### src/sv/bas_pkg.sv
// Shared types and constants for the bilinear ARGB sampler.
// No dependencies; used by every module of the block.
package bas_pkg;

   localparam int PixW            = 32;
   localparam int ChanW           = 8;
   localparam int NumChan         = PixW / ChanW;
   localparam int FracInW         = 8;
   localparam int FracBitsDefault = 8;
   localparam int ReqDataW        = 4 * PixW + 2 * FracInW;

   typedef logic [PixW-1:0]    pix_type;
   typedef logic [ChanW-1:0]   chan_type;
   typedef logic [FracInW-1:0] frac_in_type;

endpackage

### src/sv/bas_row_blend.sv
// Horizontal blend stage: blends top and bottom rows of each channel with fx.
// Depends on bas_pkg.
module bas_row_blend
   import bas_pkg::*;
#(
   parameter int FRAC_BITS = FracBitsDefault
) (
   input  logic                 clock,
   input  logic                 reset,
   input  logic                 in_valid,
   output logic                 in_ready,
   input  pix_type              in_tl,
   input  pix_type              in_tr,
   input  pix_type              in_bl,
   input  pix_type              in_br,
   input  logic [FRAC_BITS-1:0] in_fx,
   input  logic [FRAC_BITS-1:0] in_fy,
   output logic                 out_valid,
   input  logic                 out_ready,
   output pix_type              out_top,
   output pix_type              out_bot,
   output logic [FRAC_BITS-1:0] out_fy
);

   localparam int WeightW = FRAC_BITS + 1;
   localparam int SumW    = ChanW + WeightW + 1;

   logic                 valid_ff;
   logic                 valid_in;
   pix_type              top_ff, top_in;
   pix_type              bot_ff, bot_in;
   logic [FRAC_BITS-1:0] fy_ff;
   logic [WeightW-1:0]   w_far;
   logic [WeightW-1:0]   w_near;

   assign w_far  = {1'b0, in_fx};
   assign w_near = {1'b1, {FRAC_BITS{1'b0}}} - w_far;

   for (genvar c = 0; c < NumChan; c++) begin : g_chan
      logic [SumW-1:0] sum_top;
      logic [SumW-1:0] sum_bot;
      assign sum_top = SumW'(in_tl[c*ChanW +: ChanW] * w_near)
                     + SumW'(in_tr[c*ChanW +: ChanW] * w_far);
      assign sum_bot = SumW'(in_bl[c*ChanW +: ChanW] * w_near)
                     + SumW'(in_br[c*ChanW +: ChanW] * w_far);
      // convex combination, never above 255 after the shift
      assign top_in[c*ChanW +: ChanW] = sum_top[FRAC_BITS +: ChanW];
      assign bot_in[c*ChanW +: ChanW] = sum_bot[FRAC_BITS +: ChanW];
   end

   assign in_ready = !valid_ff || out_ready;
   assign valid_in = in_ready ? in_valid : valid_ff;

   always_ff @(posedge clock) begin
      if (reset) begin
         valid_ff <= 1'b0;
      end else begin
         valid_ff <= valid_in;
      end
   end

   always_ff @(posedge clock) begin
      if (in_ready && in_valid) begin
         top_ff <= top_in;
         bot_ff <= bot_in;
         fy_ff  <= in_fy;
      end
   end

   assign out_valid = valid_ff;
   assign out_top   = top_ff;
   assign out_bot   = bot_ff;
   assign out_fy    = fy_ff;

endmodule

### src/sv/bas_col_blend.sv
// Vertical blend stage and output register: blends row results with fy.
// Depends on bas_pkg.
module bas_col_blend
   import bas_pkg::*;
#(
   parameter int FRAC_BITS = FracBitsDefault
) (
   input  logic                 clock,
   input  logic                 reset,
   input  logic                 in_valid,
   output logic                 in_ready,
   input  pix_type              in_top,
   input  pix_type              in_bot,
   input  logic [FRAC_BITS-1:0] in_fy,
   output logic                 out_valid,
   input  logic                 out_ready,
   output pix_type              out_pix
);

   localparam int WeightW = FRAC_BITS + 1;
   localparam int SumW    = ChanW + WeightW + 1;

   logic               valid_ff;
   logic               valid_in;
   pix_type            pix_ff, pix_in;
   logic [WeightW-1:0] w_far;
   logic [WeightW-1:0] w_near;

   assign w_far  = {1'b0, in_fy};
   assign w_near = {1'b1, {FRAC_BITS{1'b0}}} - w_far;

   for (genvar c = 0; c < NumChan; c++) begin : g_chan
      logic [SumW-1:0] sum;
      assign sum = SumW'(in_top[c*ChanW +: ChanW] * w_near)
                 + SumW'(in_bot[c*ChanW +: ChanW] * w_far);
      assign pix_in[c*ChanW +: ChanW] = sum[FRAC_BITS +: ChanW];
   end

   assign in_ready = !valid_ff || out_ready;
   assign valid_in = in_ready ? in_valid : valid_ff;

   always_ff @(posedge clock) begin
      if (reset) begin
         valid_ff <= 1'b0;
      end else begin
         valid_ff <= valid_in;
      end
   end

   always_ff @(posedge clock) begin
      if (in_ready && in_valid) begin
         pix_ff <= pix_in;
      end
   end

   assign out_valid = valid_ff;
   assign out_pix   = pix_ff;

endmodule

### src/sv/bilinear_argb_sampler.sv
// Top level of the bilinear ARGB8888 sampler: input register, row and column blends.
// Depends on bas_pkg, bas_row_blend and bas_col_blend.
//
// Bilinear sampler for ARGB8888 pixels. Each req transaction carries the four
// corner pixels and the horizontal and vertical fractions; each rsp transaction
// returns one interpolated pixel, in order. Each channel is blended across the
// top and bottom rows with fx, (left*(2^F-fx) + right*fx) >> F, truncated, and the
// two rows then with fy in the same way. F is FRAC_BITS (1..16); only the low
// FRAC_BITS bits of each fraction are used. Corners outside the image must be
// supplied as zero by the caller. Throughput is one transaction per cycle while
// rsp_tready is held high; a req transaction passes three registered stages (input register,
// horizontal multiply stage, vertical multiply stage with output register) to rsp_tvalid.
// Each stage holds its data while the one after it is stalled, so rsp_tready
// back-pressure reaches req_tready only once all three stages are full.
module bilinear_argb_sampler
   import bas_pkg::*;
#(
   parameter int FRAC_BITS = FracBitsDefault
) (
   input  logic                clock,
   input  logic                reset,
   input  logic                req_tvalid,
   output logic                req_tready,
   // tdata from bit 0: pix_top_left[31:0], pix_top_right[63:32],
   // pix_bottom_left[95:64], pix_bottom_right[127:96], frac_x[135:128],
   // frac_y[143:136]
   input  logic [ReqDataW-1:0] req_tdata,
   output logic                rsp_tvalid,
   input  logic                rsp_tready,
   // tdata from bit 0: pix_out[31:0]
   output pix_type             rsp_tdata
);

   // unpacked request fields
   pix_type              req_tl, req_tr, req_bl, req_br;
   frac_in_type          req_fx, req_fy;

   // input register stage
   logic                 in_valid_ff;
   logic                 in_valid_in;
   pix_type              tl_ff, tr_ff, bl_ff, br_ff;
   logic [FRAC_BITS-1:0] fx_ff, fy_ff;
   logic                 row_ready;

   // row to column stage
   logic                 row_valid;
   logic                 col_ready;
   pix_type              row_top, row_bot;
   logic [FRAC_BITS-1:0] row_fy;

   assign req_tl = req_tdata[0*PixW +: PixW];
   assign req_tr = req_tdata[1*PixW +: PixW];
   assign req_bl = req_tdata[2*PixW +: PixW];
   assign req_br = req_tdata[3*PixW +: PixW];
   assign req_fx = req_tdata[4*PixW +: FracInW];
   assign req_fy = req_tdata[4*PixW + FracInW +: FracInW];

   assign req_tready  = !in_valid_ff || row_ready;
   assign in_valid_in = req_tready ? req_tvalid : in_valid_ff;

   always_ff @(posedge clock) begin
      if (reset) begin
         in_valid_ff <= 1'b0;
      end else begin
         in_valid_ff <= in_valid_in;
      end
   end

   // the size cast drops fraction bits above FRAC_BITS, or zero-extends
   always_ff @(posedge clock) begin
      if (req_tready && req_tvalid) begin
         tl_ff <= req_tl;
         tr_ff <= req_tr;
         bl_ff <= req_bl;
         br_ff <= req_br;
         fx_ff <= FRAC_BITS'(req_fx);
         fy_ff <= FRAC_BITS'(req_fy);
      end
   end

   bas_row_blend #(
      .FRAC_BITS (FRAC_BITS)
   ) u_row (
      .clock     (clock),
      .reset     (reset),
      .in_valid  (in_valid_ff),
      .in_ready  (row_ready),
      .in_tl     (tl_ff),
      .in_tr     (tr_ff),
      .in_bl     (bl_ff),
      .in_br     (br_ff),
      .in_fx     (fx_ff),
      .in_fy     (fy_ff),
      .out_valid (row_valid),
      .out_ready (col_ready),
      .out_top   (row_top),
      .out_bot   (row_bot),
      .out_fy    (row_fy)
   );

   bas_col_blend #(
      .FRAC_BITS (FRAC_BITS)
   ) u_col (
      .clock     (clock),
      .reset     (reset),
      .in_valid  (row_valid),
      .in_ready  (col_ready),
      .in_top    (row_top),
      .in_bot    (row_bot),
      .in_fy     (row_fy),
      .out_valid (rsp_tvalid),
      .out_ready (rsp_tready),
      .out_pix   (rsp_tdata)
   );

endmodule

### config.mk
export PLATFORM = sky130hd
export DESIGN_NAME = bilinear_argb_sampler
export DESIGN_NICKNAME = d
export VERILOG_FILES = /design/src/sv/bas_pkg.sv /design/src/sv/bas_row_blend.sv /design/src/sv/bas_col_blend.sv /design/src/sv/bilinear_argb_sampler.sv
export SDC_FILE = /design/constraint.sdc
export NUM_CORES = 2
export LEC_CHECK = 0
export BUFFER_PORTS_ARGS = -buffer_cell sky130_fd_sc_hd__buf_2
export CORE_UTILIZATION = 59
export DETAILED_ROUTE_END_ITERATION = 12
export GPL_TIMING_DRIVEN = 0
export HOLD_SLACK_MARGIN = 0.08
export PLACE_DENSITY = 0.76
export SYNTH_ARGS = -nofsm -noshare
export SYNTH_HDL_FRONTEND = slang
export SYNTH_SLANG_ARGS = --single-unit
### constraint.sdc
create_clock -name clock -period 11.6 [get_ports clock]
set_input_delay 0 -clock clock [delete_from_list [all_inputs] [get_ports clock]]
set_output_delay 0 -clock clock [all_outputs]
set_load 0.01 [all_outputs]
-- After elaboration in Yosys (flattened, before gate mapping)
Cells that the tools add are included.
- add/subtract/negate cells: 14
- multipliers: 24
- reduce and logical (&&, ||, !) cells: 9
- operator list (operator ; number):
    16-bit adder ; 12
    8-bit by 8-bit multiplier with 16-bit output ; 12
    8-bit by 9-bit multiplier with 16-bit output ; 12
    9-bit by 8-bit subtractor with 9-bit output, first input constant ; 2
    1-bit logical AND ; 3
    1-bit zero test ; 3
    1-bit logical OR ; 3
- register bits after elaboration: 251
- input bits: 148
- output and inout port bits: 34
- word-level logic and storage cells: 60

-- Logic depth before layout (Yosys ltp)
- word-level depth: 5
- gate-level depth with buffers: 27
- depth with buffers taken out: 23

-- Hierarchy
A second synthesis with hierarchy kept.
- cells, all modules: 6207
- area total of the unflattened synthesis: 60077.6 sq um
- modules (own cells, without submodules) (module ; seq. area each (sq um) ; cells an instance ; area each (sq um) ; instances):
    bas_row_blend ; 2182.1 ; 4027 ; 37116.8 ; 1
    bas_col_blend ; 980.9 ; 2031 ; 18581.6 ; 1
    bilinear_argb_sampler ; 4344.2 ; 149 ; 4379.2 ; 1

-- Least setup slack after synthesis
OpenSTA, ideal clock, no wires.
- path kind: register to register
- start: register in_valid_ff
- end: register bl_ff[0], enable pin
- setup time: 0.734 ns
- data arrival time: 8.102 ns
- cell stages (with the launch flop): 2
- clock period less this slack: 8.836 ns
- buffers on the path: 0
- slack: 2.764 ns
- required time: 10.866 ns
- path through: dfxtp_1 a31oi_1
- cells in the longest elaborated chain, start to end: 3
- RTL lines (element ; RTL line ; source):
    start: declaration ; bilinear_argb_sampler.sv:39 ; logic in_valid_ff;
    start signal: assignment ; bilinear_argb_sampler.sv:65 ; in_valid_ff <= in_valid_in;
    1-bit zero test ; bilinear_argb_sampler.sv:58 ; assign req_tready = !in_valid_ff || row_ready;
    1-bit logical OR ; bilinear_argb_sampler.sv:58 ;
    1-bit logical AND ; bilinear_argb_sampler.sv:71 ; if (req_tready && req_tvalid) begin
    end signal: assignment ; bilinear_argb_sampler.sv:74 ; bl_ff <= req_bl;
    end: declaration ; bilinear_argb_sampler.sv:41 ; pix_type tl_ff, tr_ff, bl_ff, br_ff;
No other way between the ends.
A chain may end at the register's enable or synchronous reset.

-- Final worst setup path
- start: register fx_ff[0]
- end: register u_row.top_ff[23], in the netlist u_row.out_top[23], data pin
- cells in the longest elaborated chain, start to end: 3
- elaborated cells between the ends (all ways): 4
- classes of those cells: 2 x add/sub; 2 x mul
- RTL lines (element ; RTL line ; source):
    start: declaration ; bilinear_argb_sampler.sv:42 ; logic [FRAC_BITS-1:0] fx_ff, fy_ff;
    start signal: assignment ; bilinear_argb_sampler.sv:76 ; fx_ff <= FRAC_BITS'(req_fx);
    9-bit by 8-bit subtractor with 9-bit output ; bas_row_blend.sv:37 ; assign w_near = {1'b1, {FRAC_BITS{1'b0}}} - w_far;
    8-bit by 9-bit multiplier with 16-bit output ; bas_row_blend.sv:42 ; assign sum_top = SumW'(in_tl[c*ChanW +: ChanW] * w_near)
    16-bit adder (*) ; bas_row_blend.sv:43 ; + SumW'(in_tr[c*ChanW +: ChanW] * w_far);
    net u_row.g_chan[2].sum_top[15] ; bas_row_blend.sv:40 ; logic [SumW-1:0] sum_top;
    end signal: assignment ; bas_row_blend.sv:64 ; top_ff <= top_in;
    end: declaration ; bas_row_blend.sv:30 ; pix_type top_ff, top_in;
The timed path passes the listed nets; every way through them passes the cells marked *.

==> impl_metrics.yaml <==
route:
  initialDrtViolationCount: 3631
  post-route-drc-count: 0
  drtAntennaViolNets: 0
  wire_per_inst_um: 22.1
  post_drt_via_cell_ratio: 5.50
  vias: 43393
  dr.pass1.iters: 5
  wl_um: 174000
synthesis:
  netlist_area_sq_um: 59500
  syn-num-nets: 8214
  synth_common_cells: "1,618 x inv_1, 1,200 x fa_1, 975 x and2_1"
  seq_area_frac_synth_pct: 12.6
  ys.flop_type: "edfxtp_1"
  synth_top_area_share_pct: 40.4
  synth-edff-count: 248
  yosysWarnings: 0
  ys_types: 52
  synth_most_common_cell: "inv_1"
  synth_seq_cells: 251
  synthArstFlopShare_pct: 0
  ys_top_cells_by_area: "fa_1 40%, ha_1 15%, edfxtp_1 13%"
  synth.avg_cell_area_sq_um: 9.69
  synth_top_area_cell: "fa_1"
  synth_cells: 6144
status:
  status: "complete, but fails checks"
  violations: "capacitance limit, slew limit"
floorplanning:
  start_util_pct: 59.5
  io_pins: 182
  die_x_um: 320
  die_h_um: 320
  core_sq_um: 100000
  die_area_sq_um: 102000
  rows: 116
critical_path:
  critPathLaunchType: "flip-flop"
  crit_arrival_ns: 11.57
  path_class: "reg2reg"
  r2r_end: "u_row.out_top[23]$_DFFE_PP_"
  cp_data_required_time_ns: 11.87
  r2r_slack_ns: 0.30
  rr_worst_depth: 25
  cp_max_fo: 19
  endpoint_kind: "flip-flop"
  r2r-start: "fx_ff[0]$_DFFE_PP_"
global_route:
  grt_max_degree: 31
  grt_pass1_wl_um: 267000
  grt_overflow: 0
  grt.total_usage_pct: 35.3
  antenna_found_initial: 17
  grt_pass1_vias: 46410
final_layout:
  final_nets: 8618
  drive_above_1_share_pct: 4.14
  fillers: 7879
  multi_input_area_sq_um: 45200
  regArea_sq_um: 7510
  area_delta_synth_final_pct: 9.65
timing:
  fin_worst_skew_ns: 0.0342
  relSlewSlack_pct: -0.204
  tightest_slew_ns: 1.50
  slew_violations: 10
  report.final.setup_viol: 0
  max_freq_ghz: 0.0885
  post-route-min-period_ns: 11.30
  period_share_pct: 97.4
  holdWs_ns: 0.0974
  final-hold-violation-count: 0
  rsz0062_at_grt: "no"
clocking:
  clk_latency_ns: 0.62
  htreeDepth: 2
  cts.sinks: 251
  tritoncts: "yes"
  cts_made_buffers: 34
  cts_root_buffer: "clkbuf_16"
  clockBufferDepth: 3
  clkTransAtPathRegs_ns: 0.06
place:
  portBuffers: 181
  gp_congestion: 0.985
  dp_hpwl_um: 136000
hold_path:
  min_path_type: "in2reg"
  hold_start: "req_tdata[112]"
  holdPathEnd: "br_ff[16]$_DFFE_PP_"
  hold_path_depth: 2
run:
  maxCapViolations: 2
==> area by class of cell <==
type,count,area share [%]
clock inverter,22,0.397
tap,1298,2.49
clock buffer,39,1.36
inverter,1618,9.30
antenna,16,0.0613
buffer,220,1.27
timing repair buffer,369,4.39
sequential,251,11.5
multi-input combinational,4054,69.2
==> what timing repair did <==
item                                   4_1_cts  5_1_grt
setup endpoints to repair                   15        4
gates resized for setup                      5        0
gates cloned                                 0        0
buffers inserted                             0        5
pin swaps                                    0        1
hold buffers                               175        0
endpoints found under the hold margin      169        0
==> kinds of logic (layout without fill, tap and decap cells) <==
kind of cell    after synthesis  after routing  share of synthesized area, %
xor+xnor                    179            179                          2.65
other cells                   0             16                             0
buf+inv                    1839           2268                          11.6
fa+ha+maj                  1922           1922                          55.5
simple gates               1771           1771                          15.7
compound gates              182            182                          1.94
flops                       251            251                          12.6
==> sequential cells by signal, summed over array words and instances (netlist names) <==
register / count
tr_ff: 32
fy_ff: 8
br_ff: 32
u_row.out_valid: 1
tl_ff: 32
in_valid_ff: 1
u_col.out_pix: 32
u_col.out_valid: 1
u_row.out_bot: 32
bl_ff: 32
fx_ff: 8
u_row.out_fy: 8
u_row.out_top: 32
==> worst max path at each step <==
stage	startpoint	cells after the start	slack (ns)	to
floorplan	in_valid_ff$_SDFFE_PP0N_	1	2.76	bl_ff[0]$_DFFE_PP_
global placement	in_valid_ff$_SDFFE_PP0N_	1	-1.79	tr_ff[16]$_DFFE_PP_
detailed placement	fx_ff[0]$_DFFE_PP_	26	-1.12	u_row.out_top[23]$_DFFE_PP_
CTS	fx_ff[0]$_DFFE_PP_	25	0.10	u_row.out_top[23]$_DFFE_PP_
global route	fx_ff[0]$_DFFE_PP_	25	0.25	u_row.out_top[23]$_DFFE_PP_
finish	fx_ff[0]$_DFFE_PP_	25	0.30	u_row.out_top[23]$_DFFE_PP_
==> stage by stage <==
stage	setup TNS [ns]	utilization, %	area [sq um]	setup WS, ns	instances
6_report	0	65.3	65300	0.300	7887
5_1_grt	0	65.2	65200	0.254	7872
4_1_cts	0	65.2	65200	0.100	7867
3_5_place_dp	-3.39	62.3	62300	-1.12	7631
2_1_floorplan	0	-	59500	2.76	6144
3_3_place_gp	-253.14	62.1	62100	-1.79	7623
==> worst max-delay path, stage by stage, from the launching register on <==
cell      delay [ns]
edfxtp_1        0.62
clkbuf_2        0.93
clkbuf_2        0.64
inv_1           0.10
ha_1            0.24
or3b_4          0.28
nor3_1          0.08
xnor2_2         0.72
clkbuf_1        0.86
nand2_1         0.20
fa_1            0.56
fa_1            0.55
inv_1           0.05
fa_1            0.48
fa_1            0.46
fa_1            0.52
inv_1           0.06
fa_1            0.51
inv_1           0.05
ha_1            0.31
and4_1          0.21
a211oi_1        0.67
o21ai_1         0.27
o31ai_1         0.65
nor2_1          0.13
a211oi_1        0.77
==> cells in the final DEF, fill, tap and decap left out, types with 6 or more instances in the layout <==
cell and instances:
nor3_1 24, inv_1 1618, buf_12 7, fa_1 1200
nand3_1 12, edfxtp_1 248, nor2_1 34, a21oi_1 63
nand2b_1 13, diode_2 16, xor2_1 57, o211ai_1 7
clkbuf_16 35, buf_1 37, dlygate4sd3_1 175, o21a_1 10
ha_1 722, o21ai_0 29, a21o_1 21, clkbuf_1 183
nand4_1 13, a31oi_1 6, o21bai_1 7, nor2b_1 9
and3_1 13, xnor2_1 117, and2_1 975, nand2_1 661
buf_2 181
==> layer usage <==
metal	share of wire [%]	GRT usage, %	up-vias	routed length [um]
li1	-	-	18808	-
met3	10	8.05	609	17900
met2	46	57.0	2189	80200
met1	36	42.8	21781	62200
met5	0.027	0	-	47
met4	7.8	22.4	6	13600
Power is left out: the tool's default activity adds up to more than one toggle a clock period on the data nets, which glitch-free logic cannot reach.
